[src/design/alb_pkg.sv]
// ============================================================================
// Ambient light backlight ramp package
// Shared types, register codes, reset values and widths.
// ============================================================================
package alb_pkg;

    // Fixed field widths
    localparam int LEVEL_W    = 8;
    localparam int THR_W      = 7;
    localparam int FS_W       = 12;
    localparam int SUM_W      = 23;
    localparam int CFG_IDX_W  = 3;
    localparam int CFG_DATA_W = 12;
    localparam int KIND_W     = 2;

    localparam logic [SUM_W-1:0]   SUM_MAX     = {SUM_W{1'b1}};
    localparam logic [LEVEL_W-1:0] RESET_LEVEL = 8'd120;

    // Register reset values
    localparam logic [LEVEL_W-1:0] MIN_LEVEL_RST  = 8'd15;
    localparam logic [LEVEL_W-1:0] MAX_LEVEL_RST  = 8'd255;
    localparam logic [THR_W-1:0]   THRESHOLD_RST  = 7'd30;
    localparam logic [FS_W-1:0]    FULL_SCALE_RST = 12'd2900;

    // Configuration register indexes
    typedef enum logic [CFG_IDX_W-1:0] {
        CFG_MIN_LEVEL   = 3'd0,
        CFG_MAX_LEVEL   = 3'd1,
        CFG_THRESHOLD   = 3'd2,
        CFG_FULL_SCALE  = 3'd3,
        CFG_FADE_ENABLE = 3'd4
    } t_cfg_idx;

    // Kind of level update carried by a result
    typedef enum logic [KIND_W-1:0] {
        KIND_STEP = 2'd0,
        KIND_FADE = 2'd1,
        KIND_JUMP = 2'd2
    } t_kind;

    // Controller states
    typedef enum logic [2:0] {
        ST_IDLE,
        ST_DIV,
        ST_ACC,
        ST_AVG,
        ST_CLAMP,
        ST_DECIDE
    } t_state;

    // Configuration register bank contents
    typedef struct packed {
        logic [LEVEL_W-1:0] min_level;
        logic [LEVEL_W-1:0] max_level;
        logic [THR_W-1:0]   jump_threshold;
        logic [FS_W-1:0]    full_scale_light;
        logic               fade_enable;
    } t_cfg;

    // Commands from the controller to the datapath
    typedef struct packed {
        logic load;
        logic div_step;
        logic acc;
        logic avg;
        logic clamp;
        logic decide;
    } t_dp_cmd;

    // Status from the datapath to the controller
    typedef struct packed {
        logic div_done;
        logic avg_due;
        logic need_emit;
        logic out_free;
    } t_dp_status;

endpackage

[src/design/ambient_light_backlight_ramp_core.sv]
// ============================================================================
// Ambient light backlight ramp core
// Scales light samples, averages them and steps, fades or jumps the level.
//
//   Channel   Direction  Handshake               Payload
//   --------  ---------  ----------------------  ---------------------------
//   sample    in         i_in_valid / o_in_stall i_light_sample
//   update    out        o_out_valid/i_out_stall o_update_kind, o_from_level,
//                                                o_to_level
//   config    in         i_cfg_wr_en             i_cfg_index, i_cfg_data
//
// A sample passes through the accepting step, DW serial divider steps, a done step and an
// accumulate step, DW = max(SENSOR_BITS + 8, 23). Every SAMPLES_PER_AVERAGE-th sample
// adds a reciprocal averaging step, a clamp step and a decision step; the decision
// waits while an earlier update is still held and stalled.
// Reset is synchronous and active low; no clearing pass is needed.
// A finished update waits in the output register; a second one stalls the decide step.
// ============================================================================
module ambient_light_backlight_ramp_core #(
    parameter int SAMPLES_PER_AVERAGE = 5,
    parameter int SENSOR_BITS         = 12
) (
    input  logic                              i_clk,
    input  logic                              i_rst_n,
    input  logic                              i_in_valid,
    output logic                              o_in_stall,
    input  logic [SENSOR_BITS-1:0]            i_light_sample,
    output logic                              o_out_valid,
    input  logic                              i_out_stall,
    output logic [alb_pkg::KIND_W-1:0]        o_update_kind,
    output logic [alb_pkg::LEVEL_W-1:0]       o_from_level,
    output logic [alb_pkg::LEVEL_W-1:0]       o_to_level,
    input  logic                              i_cfg_wr_en,
    input  logic [alb_pkg::CFG_IDX_W-1:0]     i_cfg_index,
    input  logic [alb_pkg::CFG_DATA_W-1:0]    i_cfg_data
);

    alb_pkg::t_cfg       cfg;
    alb_pkg::t_dp_cmd    cmd;
    alb_pkg::t_dp_status status;

    // Configuration registers.
    alb_cfg u_cfg (
        .i_clk       (i_clk),
        .i_rst_n     (i_rst_n),
        .i_cfg_wr_en (i_cfg_wr_en),
        .i_cfg_index (i_cfg_index),
        .i_cfg_data  (i_cfg_data),
        .o_cfg       (cfg)
    );

    // Sequencing state machine.
    alb_ctrl u_ctrl (
        .i_clk      (i_clk),
        .i_rst_n    (i_rst_n),
        .i_in_valid (i_in_valid),
        .o_in_stall (o_in_stall),
        .i_status   (status),
        .o_cmd      (cmd)
    );

    // Arithmetic and state.
    alb_dp #(
        .SAMPLES_PER_AVERAGE (SAMPLES_PER_AVERAGE),
        .SENSOR_BITS         (SENSOR_BITS)
    ) u_dp (
        .i_clk          (i_clk),
        .i_rst_n        (i_rst_n),
        .i_light_sample (i_light_sample),
        .i_cfg          (cfg),
        .i_cmd          (cmd),
        .o_status       (status),
        .i_out_stall    (i_out_stall),
        .o_out_valid    (o_out_valid),
        .o_update_kind  (o_update_kind),
        .o_from_level   (o_from_level),
        .o_to_level     (o_to_level)
    );

endmodule

[src/design/alb_cfg.sv]
// ============================================================================
// Configuration register bank
// Holds the five control registers written through the plain write port.
// ============================================================================
module alb_cfg (
    input  logic                              i_clk,
    input  logic                              i_rst_n,
    input  logic                              i_cfg_wr_en,
    input  logic [alb_pkg::CFG_IDX_W-1:0]     i_cfg_index,
    input  logic [alb_pkg::CFG_DATA_W-1:0]    i_cfg_data,
    output alb_pkg::t_cfg                     o_cfg
);

    alb_pkg::t_cfg r_cfg;
    alb_pkg::t_cfg n_cfg;

    // Decode the register index and update the addressed field.
    always_comb begin
        n_cfg = r_cfg;
        if (i_cfg_wr_en) begin
            unique case (alb_pkg::t_cfg_idx'(i_cfg_index))
                alb_pkg::CFG_MIN_LEVEL: begin
                    n_cfg.min_level = i_cfg_data[alb_pkg::LEVEL_W-1:0];
                end
                alb_pkg::CFG_MAX_LEVEL: begin
                    n_cfg.max_level = i_cfg_data[alb_pkg::LEVEL_W-1:0];
                end
                alb_pkg::CFG_THRESHOLD: begin
                    n_cfg.jump_threshold = i_cfg_data[alb_pkg::THR_W-1:0];
                end
                alb_pkg::CFG_FULL_SCALE: begin
                    n_cfg.full_scale_light = i_cfg_data[alb_pkg::FS_W-1:0];
                end
                alb_pkg::CFG_FADE_ENABLE: begin
                    n_cfg.fade_enable = i_cfg_data[0];
                end
                default: begin
                    n_cfg = r_cfg;
                end
            endcase
        end
    end

    always_ff @(posedge i_clk) begin
        if (!i_rst_n) begin
            r_cfg.min_level        <= alb_pkg::MIN_LEVEL_RST;
            r_cfg.max_level        <= alb_pkg::MAX_LEVEL_RST;
            r_cfg.jump_threshold   <= alb_pkg::THRESHOLD_RST;
            r_cfg.full_scale_light <= alb_pkg::FULL_SCALE_RST;
            r_cfg.fade_enable      <= 1'b1;
        end else begin
            r_cfg <= n_cfg;
        end
    end

    assign o_cfg = r_cfg;

endmodule

[src/design/alb_ctrl.sv]
// ============================================================================
// Backlight ramp controller
// Sequences scaling, accumulation, averaging and the level decision.
// ============================================================================
module alb_ctrl (
    input  logic                 i_clk,
    input  logic                 i_rst_n,
    input  logic                 i_in_valid,
    output logic                 o_in_stall,
    input  alb_pkg::t_dp_status  i_status,
    output alb_pkg::t_dp_cmd     o_cmd
);

    alb_pkg::t_state r_state;
    alb_pkg::t_state n_state;

    // Next state logic.
    always_comb begin
        n_state = r_state;
        unique case (r_state)
            alb_pkg::ST_IDLE: begin
                if (i_in_valid) n_state = alb_pkg::ST_DIV;
            end
            alb_pkg::ST_DIV: begin
                if (i_status.div_done) n_state = alb_pkg::ST_ACC;
            end
            alb_pkg::ST_ACC: begin
                n_state = i_status.avg_due ? alb_pkg::ST_AVG : alb_pkg::ST_IDLE;
            end
            alb_pkg::ST_AVG: begin
                n_state = alb_pkg::ST_CLAMP;
            end
            alb_pkg::ST_CLAMP: begin
                n_state = alb_pkg::ST_DECIDE;
            end
            alb_pkg::ST_DECIDE: begin
                if (!i_status.need_emit || i_status.out_free) n_state = alb_pkg::ST_IDLE;
            end
            default: begin
                n_state = alb_pkg::ST_IDLE;
            end
        endcase
    end

    // Command outputs.
    always_comb begin
        o_cmd      = '0;
        o_in_stall = 1'b1;
        unique case (r_state)
            alb_pkg::ST_IDLE: begin
                o_in_stall = 1'b0;
                o_cmd.load = i_in_valid;
            end
            alb_pkg::ST_DIV: begin
                o_cmd.div_step = !i_status.div_done;
            end
            alb_pkg::ST_ACC: begin
                o_cmd.acc = 1'b1;
            end
            alb_pkg::ST_AVG: begin
                o_cmd.avg = 1'b1;
            end
            alb_pkg::ST_CLAMP: begin
                o_cmd.clamp = 1'b1;
            end
            alb_pkg::ST_DECIDE: begin
                o_cmd.decide = !i_status.need_emit || i_status.out_free;
            end
            default: begin
                o_cmd = '0;
            end
        endcase
    end

    always_ff @(posedge i_clk) begin
        if (!i_rst_n) begin
            r_state <= alb_pkg::ST_IDLE;
        end else begin
            r_state <= n_state;
        end
    end

endmodule

[src/design/alb_dp.sv]
// ============================================================================
// Backlight ramp datapath
// Scaling multiplier, restoring divider, reciprocal averaging, sum, level and
// result register.
// ============================================================================
module alb_dp #(
    parameter int SAMPLES_PER_AVERAGE = 5,
    parameter int SENSOR_BITS         = 12
) (
    input  logic                              i_clk,
    input  logic                              i_rst_n,
    input  logic [SENSOR_BITS-1:0]            i_light_sample,
    input  alb_pkg::t_cfg                     i_cfg,
    input  alb_pkg::t_dp_cmd                  i_cmd,
    output alb_pkg::t_dp_status               o_status,
    input  logic                              i_out_stall,
    output logic                              o_out_valid,
    output logic [alb_pkg::KIND_W-1:0]        o_update_kind,
    output logic [alb_pkg::LEVEL_W-1:0]       o_from_level,
    output logic [alb_pkg::LEVEL_W-1:0]       o_to_level
);

    localparam int PROD_W = SENSOR_BITS + alb_pkg::LEVEL_W;
    localparam int DW     = (PROD_W > alb_pkg::SUM_W) ? PROD_W : alb_pkg::SUM_W;
    localparam int CNT_W  = $clog2(DW + 1);
    localparam int SC_W   = (SAMPLES_PER_AVERAGE > 1) ? $clog2(SAMPLES_PER_AVERAGE) : 1;
    localparam int RW     = alb_pkg::FS_W;

    // Averaging by reciprocal multiplication: floor(sum * M / 2^AVG_SH) equals
    // floor(sum / SAMPLES_PER_AVERAGE) for every sum below 2^SUM_W.
    localparam int          AVG_SH    = alb_pkg::SUM_W + $clog2(SAMPLES_PER_AVERAGE);
    localparam int          RECIP_W   = alb_pkg::SUM_W + 1;
    localparam int          AVG_PW    = alb_pkg::SUM_W + RECIP_W;
    localparam logic [63:0] AVG_RECIP = ((64'd1 << AVG_SH) + 64'(SAMPLES_PER_AVERAGE - 1))
                                        / 64'(SAMPLES_PER_AVERAGE);

    // Divider registers
    logic [DW-1:0]    r_quo;
    logic [RW-1:0]    r_rem;
    logic [RW-1:0]    r_divisor;
    logic [CNT_W-1:0] r_bit_cnt;

    // Block state
    logic [alb_pkg::SUM_W-1:0]   r_sum;
    logic [SC_W-1:0]             r_count;
    logic [alb_pkg::LEVEL_W-1:0] r_level;
    logic [alb_pkg::LEVEL_W-1:0] r_target;

    // Result register
    logic                        r_out_valid;
    alb_pkg::t_kind              r_kind;
    logic [alb_pkg::LEVEL_W-1:0] r_from;
    logic [alb_pkg::LEVEL_W-1:0] r_to;

    logic [PROD_W-1:0]           product;
    logic [RW-1:0]               divisor_in;
    logic [RW:0]                 rem_shift;
    logic                        quo_bit;
    logic [DW:0]                 sum_wide;
    logic [alb_pkg::SUM_W-1:0]   sum_sat;
    logic                        avg_due;
    logic [AVG_PW-1:0]           avg_prod;
    logic [DW-1:0]               floor_val;
    logic [alb_pkg::LEVEL_W-1:0] clamp_val;
    logic                        go_up;
    logic [alb_pkg::LEVEL_W-1:0] diff;
    logic                        big;
    logic                        small_step;
    logic                        out_free;

    // Scaling product and divisor, with a zero full scale read as one.
    assign product    = PROD_W'(i_light_sample) * PROD_W'(i_cfg.max_level);
    assign divisor_in = (i_cfg.full_scale_light == '0) ? RW'(1) : i_cfg.full_scale_light;

    // One restoring division step per cycle.
    assign rem_shift = {r_rem, r_quo[DW-1]};
    assign quo_bit   = (rem_shift >= {1'b0, r_divisor});

    // Saturating accumulation of the scaled sample.
    assign sum_wide = (DW+1)'(r_sum) + (DW+1)'(r_quo);
    assign sum_sat  = (sum_wide > (DW+1)'(alb_pkg::SUM_MAX)) ? alb_pkg::SUM_MAX
                                                             : sum_wide[alb_pkg::SUM_W-1:0];
    assign avg_due  = (r_count == SC_W'(SAMPLES_PER_AVERAGE - 1));

    // Product of the held sum and the reciprocal of the sample count.
    assign avg_prod = AVG_PW'(r_quo[alb_pkg::SUM_W-1:0]) * AVG_PW'(AVG_RECIP[RECIP_W-1:0]);

    // Clamp the average up to the minimum, then down to the maximum.
    assign floor_val = (r_quo < DW'(i_cfg.min_level)) ? DW'(i_cfg.min_level) : r_quo;
    assign clamp_val = (floor_val > DW'(i_cfg.max_level)) ? i_cfg.max_level
                                                          : floor_val[alb_pkg::LEVEL_W-1:0];

    // Level comparison against the registered target.
    assign go_up      = (r_target > r_level);
    assign diff       = go_up ? (r_target - r_level) : (r_level - r_target);
    assign big        = (diff > 8'd1);
    assign small_step = big && (diff <= {1'b0, i_cfg.jump_threshold});
    assign out_free   = !r_out_valid || !i_out_stall;

    always_comb begin
        o_status           = '0;
        o_status.div_done  = (r_bit_cnt == '0);
        o_status.avg_due   = avg_due;
        o_status.need_emit = big;
        o_status.out_free  = out_free;
    end

    // Divider, average and target registers.
    always_ff @(posedge i_clk) begin
        if (i_cmd.load) begin
            r_quo     <= DW'(product);
            r_rem     <= '0;
            r_divisor <= divisor_in;
            r_bit_cnt <= CNT_W'(DW);
        end else if (i_cmd.div_step) begin
            r_quo     <= {r_quo[DW-2:0], quo_bit};
            r_rem     <= quo_bit ? RW'(rem_shift - {1'b0, r_divisor}) : rem_shift[RW-1:0];
            r_bit_cnt <= r_bit_cnt - 1'b1;
        end else if (i_cmd.acc && avg_due) begin
            r_quo     <= DW'(sum_sat);
        end else if (i_cmd.avg) begin
            r_quo     <= DW'(avg_prod >> AVG_SH);
        end
        if (i_cmd.clamp) begin
            r_target <= clamp_val;
        end
    end

    // Running sum, sample count and current level.
    always_ff @(posedge i_clk) begin
        if (!i_rst_n) begin
            r_sum   <= '0;
            r_count <= '0;
            r_level <= alb_pkg::RESET_LEVEL;
        end else begin
            if (i_cmd.acc) begin
                if (avg_due) begin
                    r_sum   <= '0;
                    r_count <= '0;
                end else begin
                    r_sum   <= sum_sat;
                    r_count <= r_count + 1'b1;
                end
            end
            if (i_cmd.decide) begin
                if (small_step) begin
                    r_level <= go_up ? (r_level + 1'b1) : (r_level - 1'b1);
                end else begin
                    r_level <= r_target;
                end
            end
        end
    end

    // Result register; a new transaction loads only when the previous one has left.
    always_ff @(posedge i_clk) begin
        if (!i_rst_n) begin
            r_out_valid <= 1'b0;
        end else if (i_cmd.decide && big) begin
            r_out_valid <= 1'b1;
        end else if (!i_out_stall) begin
            r_out_valid <= 1'b0;
        end
    end

    always_ff @(posedge i_clk) begin
        if (i_cmd.decide && big) begin
            r_from <= r_level;
            if (small_step) begin
                r_kind <= alb_pkg::KIND_STEP;
                r_to   <= go_up ? (r_level + 1'b1) : (r_level - 1'b1);
            end else begin
                r_kind <= i_cfg.fade_enable ? alb_pkg::KIND_FADE : alb_pkg::KIND_JUMP;
                r_to   <= r_target;
            end
        end
    end

    assign o_out_valid   = r_out_valid;
    assign o_update_kind = r_kind;
    assign o_from_level  = r_from;
    assign o_to_level    = r_to;

endmodule

[config.mk]
export PLATFORM = sky130hd
export DESIGN_NAME = ambient_light_backlight_ramp_core
export DESIGN_NICKNAME = d
export VERILOG_FILES = /design/src/design/alb_pkg.sv /design/src/design/ambient_light_backlight_ramp_core.sv /design/src/design/alb_cfg.sv /design/src/design/alb_ctrl.sv /design/src/design/alb_dp.sv
export SDC_FILE = /design/constraint.sdc
export NUM_CORES = 1
export LEC_CHECK = 0
export BUFFER_PORTS_ARGS = -buffer_cell sky130_fd_sc_hd__buf_4
export CAP_MARGIN = 20
export CORE_MARGIN = 2
export CORE_UTILIZATION = 50
export DETAILED_ROUTE_END_ITERATION = 8
export GPL_TIMING_DRIVEN = 0
export PLACE_DENSITY = 0.78
export REMOVE_ABC_BUFFERS = 1
export SKIP_CTS_REPAIR_TIMING = 1
export SYNTH_ARGS = -nofsm -noshare
export SYNTH_HDL_FRONTEND = slang
export SYNTH_SLANG_ARGS = --single-unit
[constraint.sdc]
create_clock -name i_clk -period 5.9 [get_ports i_clk]
set_input_delay 1.18 -clock i_clk [delete_from_list [all_inputs] [get_ports i_clk]]
set_output_delay 1.18 -clock i_clk [all_outputs]
set_load 0.005 [all_outputs]
---- Word level (Yosys, flattened, before mapping) ----
Index checks and enable logic that the tools add are counted.
storage, ports and cells
  memories kept ........................... 0
  register bits after elaboration ......... 152
  bits in latches ......................... 0
  output and inout port bits .............. 20
  memory bits (read-only) ................. 0
  bits of input ports ..................... 32
  memory bits (writable) .................. 0
cells by class
  shifts and indexed selects .............. 0
  equal/unequal tests ..................... 14
  multipliers ............................. 2
  muxes and demuxes ....................... 28
  add/subtract/negate cells ............... 8
  magnitude comparators ................... 7
  divide/modulo/power cells ............... 0
  bitwise operators ....................... 0
  reductions and logical operators ........ 21
operators by type and width
  cell                    count
  $mux 23                 6
  $mul 23x24->47 const B  1
  $mux 8                  4
  $add 23x23->24          1
  $gt 24x23->1 const B    1
  $gt 23x8->1             1
  $lt 23x8->1             1
  $mul 12x8->20           1
  $mux 20                 1
  $pmux 3 s6              1
  $sub 8x8->8             2
  $ge 13x12->1            1
  $eq 3x2->1 const B      4
  $eq 3x3->1 const B      4
  $logic_not 12->1        1
  $mux 12                 1
  $mux 3                  4
  $sub 12x12->12          1
  $reduce_and 2->1        5
  $mux 1                  9
  $add 8x1->8 const B     1
  $gt 8x1->1 const B      1
  $gt 8x8->1              1
  $le 8x7->1              1
  other kinds (15)        26

---- Longest topological paths before layout ----
  depth after elaboration ................. 8
  gate-level depth with buffers ........... 25
  gate-level depth less buffers ........... 25

---- By module ----
A second synthesis with hierarchy kept.
second synthesis, totals
  cell total of the unflattened synthesis .. 2266
  area total of the unflattened synthesis .. 20473.4 um2
modules (own cells, without submodules)
  module    cells each  area an instance (um2)  sequential area each (um2)  instances
  alb_dp    2093        18743.0                 2842.7                      1
  alb_cfg   145         1501.4                  720.7                       1
  alb_ctrl  28          229.0                   60.1                        1

---- Worst setup path before layout ----
No wires, ideal clock.
  path type ............................... reg-to-reg
  start point ............................. register u_dp.r_quo[6]
  end point ............................... register u_dp.r_quo[6] (data pin)
  stages on the path, launching flop included .. 26
  setup slack ............................. -0.616 ns
  clock period less this slack ............ 6.516 ns
  setup time .............................. 0.256 ns
  data arrival time ....................... 6.260 ns
  path buffers ............................ 0
  cells stage by stage .................... edfxtp_1 > inv_1 > ha_1 > inv_1 > fa_1 > inv_1 > fa_1 > inv_1 > fa_1 > inv_1 > fa_1 > inv_1 > fa_1 > inv_1 > fa_1 > inv_1 > ha_1 > a211oi_1 > o21ai_0 > a31o_2 > a22oi_1 > a21oi_1 > or2_2 > a211oi_1 > o21ai_0 > a22o_1
on the way
  longest elaborated chain between the ends .. 6
  elaborated cells on any way between the ends .. 8
  those cells by class .................... 1 x add/sub; 1 x mul; 1 x order compare; 5 x mux
ends and longest elaborated chain
  what                                                    line           RTL
  from (decl)                                             alb_dp.sv:38   logic [DW-1:0] r_quo;
  from (signal assigned)                                  alb_dp.sv:111  r_quo <= DW'(product);
  from (signal assigned)                                  alb_dp.sv:116  r_quo <= {r_quo[DW-2:0], quo_bit};
  from (signal assigned)                                  alb_dp.sv:120  r_quo <= DW'(sum_sat);
  branches (longest 3 deep; another with $mul 23x24->47)  n/a
  $mux 23 *                                               alb_dp.sv:119  end else if (i_cmd.acc && avg_due) begin
  $mux 23 *                                               alb_dp.sv:115  end else if (i_cmd.div_step) begin
  $mux 20 *                                               alb_dp.sv:110  if (i_cmd.load) begin
Mark *: on every way between the ends. The select of a mux whose other input is x is not followed.
A chain may end at the register's enable or synchronous reset.

---- Worst setup path in the final report ----
  start point ............................. register u_dp.r_quo[9]
  end point ............................... register u_dp.r_quo[13] (data pin)
The elaborated chain is that of the path after synthesis.

==> metrics.md <==
| Metric | Value |
|---|---|
| Worst r2r dst | u_dp.r_quo[13]$_DFFE_PP_ |
| Failing checks | setup timing |
| Arr. time, crit path | 7.04 ns |
| Worst flop-to-flop path startpoint | u_dp.r_quo[9]$_DFFE_PP_ |
| Final Non-Filler Cells | 2800 |
| Syn. warnings | 0 |
| Slew HR | 22.6% |
| Final hold vios | 0 |
| Layout area overhead | 11.9% |
| Sink Count | 152 |
| Critical Path Stages | 24 |
| Least-Margin Pin Slew | 1.16 ns |
| Total gr overflow | 0 |
| Placed cells | 2708 |
| Highest Clock Rate | 146 MHz |
| Dpl hpwl | 39000 µm |
| Synth top cells by count | inv_1 (411), ha_1 (332), fa_1 (208) |
| Slew Viols, Final | 0 |
| Mapped Area | 20100 µm² |
| # H-tree levels | 4 |
| Most common cell in the netlist | inv_1 |
| CTS Buf Count | 17 |
| Setup ws final | -0.959 ns |
| Port bufs | 51 |
| Core ar. | 39600 µm² |
| R2r setup slk | -0.96 ns |
| Pre-CTS setup slack | -1.70 ns |
| First-pass GRT wire length | 79500 µm |
| Fill count | 3294 |
| Worst Hold Class | reg2reg |
| Worst path bufs/invs | 7 |
| #FFs+latches synth | 152 |
| Synth top area cells | fa_1 (21%), ha_1 (21%), dfxtp_1 (9.4%) |
| Worst setup path end | u_dp.r_quo[13]$_DFFE_PP_ |
| Hold_sp | u_cfg.o_cfg[10]$_SDFFE_PN1P_ |
| Final period util | 116% |
| CP peak stage delay | 0.61 ns |
| Library cells used by synthesis | 82 |
| Yosys top cell by area | fa_1 |
| Asr flop ratio synth | 0% |
| Syn_area_per_cell | 9.16 µm² |
| RSZ-0062 raised after global routing | true |
| CTS max path bufs | 2 |
| Worst setup SP type | flip-flop |
| Vias post-DR | 16200 |
| Num rows | 73 |
| Seq/Total Area, Yosys | 18.1% |
| Num ports | 52 |
| Crit path max fanout | 3 |
| Drt via density | 5.80 |
| Sequential cell area | 3630 µm² |
| Crit-path leading delay family | adder cells |
| Vias in the first global route | 16000 |
| Die ar. | 41700 µm² |
| Initial core utilization | 50.6% |
| Drt first-iter violations | 1087 |
| Ant. Diodes | 0 |
| Top cell type's share of synthesized area | 20.8% |
| R2R depth | 24 |
| Outcome | finished, violations left |
| Clk root buf | clkbuf_16 |
| Max-cap viol count | 0 |
| Remaining antenna violation count | 0 |
| DRC errors left | 0 |
| Max Clock Skew | 0.0110 ns |
| Final wirelength | 50500 µm |
| Slowest cell on crit path | fa_1 |
| TNS Setup | -16.47 ns |
| Footprint of the multi-input gates | 15100 µm² |
| Die X | 204 µm |
| Worst-path cell chain | buf_4 -> ha_1 -> fa_1 -> inv_2 -> fa_1 -> inv_2 -> fa_1 -> inv_2 -> fa_1 -> inv_2 -> fa_1 -> inv_2 -> fa_1 -> inv_2 -> ha_4 -> o21ai_1 -> nand2b_1 -> a31o_2 -> a22o_4 -> o211ai_1 -> nand2_1 -> a41oi_2 -> xor2_1 -> o221ai_1 |
| Setup CP Type | reg2reg |
| Post-synthesis cell count | 2189 |
| Worst endpoint required time | 6.08 ns |
| Post-synth top flop | dfxtp_1 |
| Clk_lat worst skew | 0.44 ns |
| CP Capture Type | flip-flop |
| Detailed Routing Iterations Pass 1 | 7 |
| Global Route Usage Sum | 23.7% |
| Final setup viols | 21 |
| CTS tree | done |
| Initial antenna violation count | 0 |
| Die height | 204 µm |
| Clock transition at path regs | 0.07 ns |
| Placer congestion estimate | 0.928 |
| Crit path from | u_dp.r_quo[9]$_DFFE_PP_ |
| Avg WL per Cell | 18.0 µm |
| Share of layout cells above drive strength 1 | 12.0% |
| Final min period | 6.86 ns |
| Largest net degree at the start of global routing | 68 |
| Post-synth EDFFs | 58 |
| Final nets | 2834 |
## routing by layer
layer	share of wire, %	vias up	routed length (µm)	track usage, %
met1	43	8046	21600	31.2
met4	3.1	0	1580	8.80
met5	0	-	0	0
met2	48	560	24200	39.8
li1	-	7529	-	-
met3	6.1	103	3090	2.89
## metrics by stage
stage	instance area (µm²)	util [%]	hold WS, ns
floorplan	19800	-	0.430
global placement	20800	52.5	0.445
detailed placement	21000	52.9	0.450
CTS	21500	54.3	0.467
global route	22400	56.6	0.485
finish	22400	56.6	0.465
## state kept, by name (all words and copies together) (netlist names)
name / flops
u_cfg.o_cfg: 36
u_dp.r_bit_cnt: 5
u_dp.r_quo: 23
u_dp.r_target: 8
u_dp.r_divisor: 12
u_dp.o_out_valid: 1
u_dp.o_from_level: 8
u_dp.o_to_level: 8
u_ctrl.r_state: 3
u_dp.r_count: 3
u_dp.r_rem: 12
u_dp.r_level: 8
u_dp.r_sum: 23
u_dp.o_update_kind: 2
## how the worst min path moves through the flow
stage,end,slack (ns),cells after the start
after global placement,u_dp.r_rem[11]$_SDFFE_PP0P_,0.44,2
after CTS,u_dp.r_divisor[9]$_SDFFCE_PN0P_,0.47,0
after floorplan,u_dp.r_divisor[1]$_SDFFCE_PN0P_,0.43,0
after detailed placement,u_dp.r_divisor[5]$_SDFFCE_PN0P_,0.45,0
after global routing,u_dp.r_sum[11]$_SDFFE_PN0N_,0.49,2
final,u_dp.r_divisor[9]$_SDFFCE_PN0P_,0.47,0
## worst register-to-register path, stage by stage, from the launching register on
cell and delay, ns:
edfxtp_1 0.49, buf_4 0.19, ha_1 0.26, fa_1 0.61, inv_2 0.05, fa_1 0.52, inv_2 0.07, fa_1 0.53
inv_2 0.08, fa_1 0.59, inv_2 0.05, fa_1 0.53, inv_2 0.05, fa_1 0.49, inv_2 0.05, ha_4 0.24
o21ai_1 0.12, nand2b_1 0.08, a31o_2 0.26, a22o_4 0.28, o211ai_1 0.27, nand2_1 0.18, a41oi_2 0.24, xor2_1 0.22
o221ai_1 0.14
## area by class of cell
| type | count | area share (%) |
|---|---|---|
| Sequential cell | 152 | 16.2 |
| Timing Repair Buffer | 119 | 4.30 |
| Tap cell | 525 | 2.93 |
| Inverter | 411 | 6.89 |
| Clock inverter | 14 | 0.658 |
| Multi-Input combinational cell | 1561 | 67.1 |
| Clock buffer | 18 | 1.96 |
## kinds of logic (layout without fill, tap and decap cells)
family / count (synthesis) / count (layout) / synth area share, %
xor gates and xnor gates: 67 / 67 / 2.93
AOI/OAI and AO/OA: 435 / 435 / 14.7
adders and majority gates: 540 / 540 / 41.5
DFF: 152 / 152 / 18.1
and+or+nand+nor: 478 / 478 / 11.5
muxes: 41 / 41 / 2.22
buffers and inverters: 476 / 562 / 9.05
## cells in the final DEF (no fill, tap or decap), drive strengths merged, types with 14 or more instances in the layout
master / netlist / final
dfxtp: 94 / 94
nor2b: 23 / 23
nand2: 187 / 187
xnor2: 46 / 46
clkbuf: 58 / 18
a21o: 37 / 37
o211ai: 24 / 24
nor2: 71 / 71
o21a: 26 / 26
o21ai: 90 / 90
inv: 411 / 421
mux2: 16 / 16
and2: 58 / 58
xor2: 21 / 21
fa: 208 / 208
nand3: 36 / 36
mux2i: 25 / 25
buf: 7 / 119
nor3: 28 / 28
edfxtp: 58 / 58
ha: 332 / 332
a21boi: 31 / 31
a22oi: 14 / 14
a21oi: 92 / 92
Power is not shown: default switching activity piles up to over one toggle a cycle in this logic, so the estimate is an artifact.
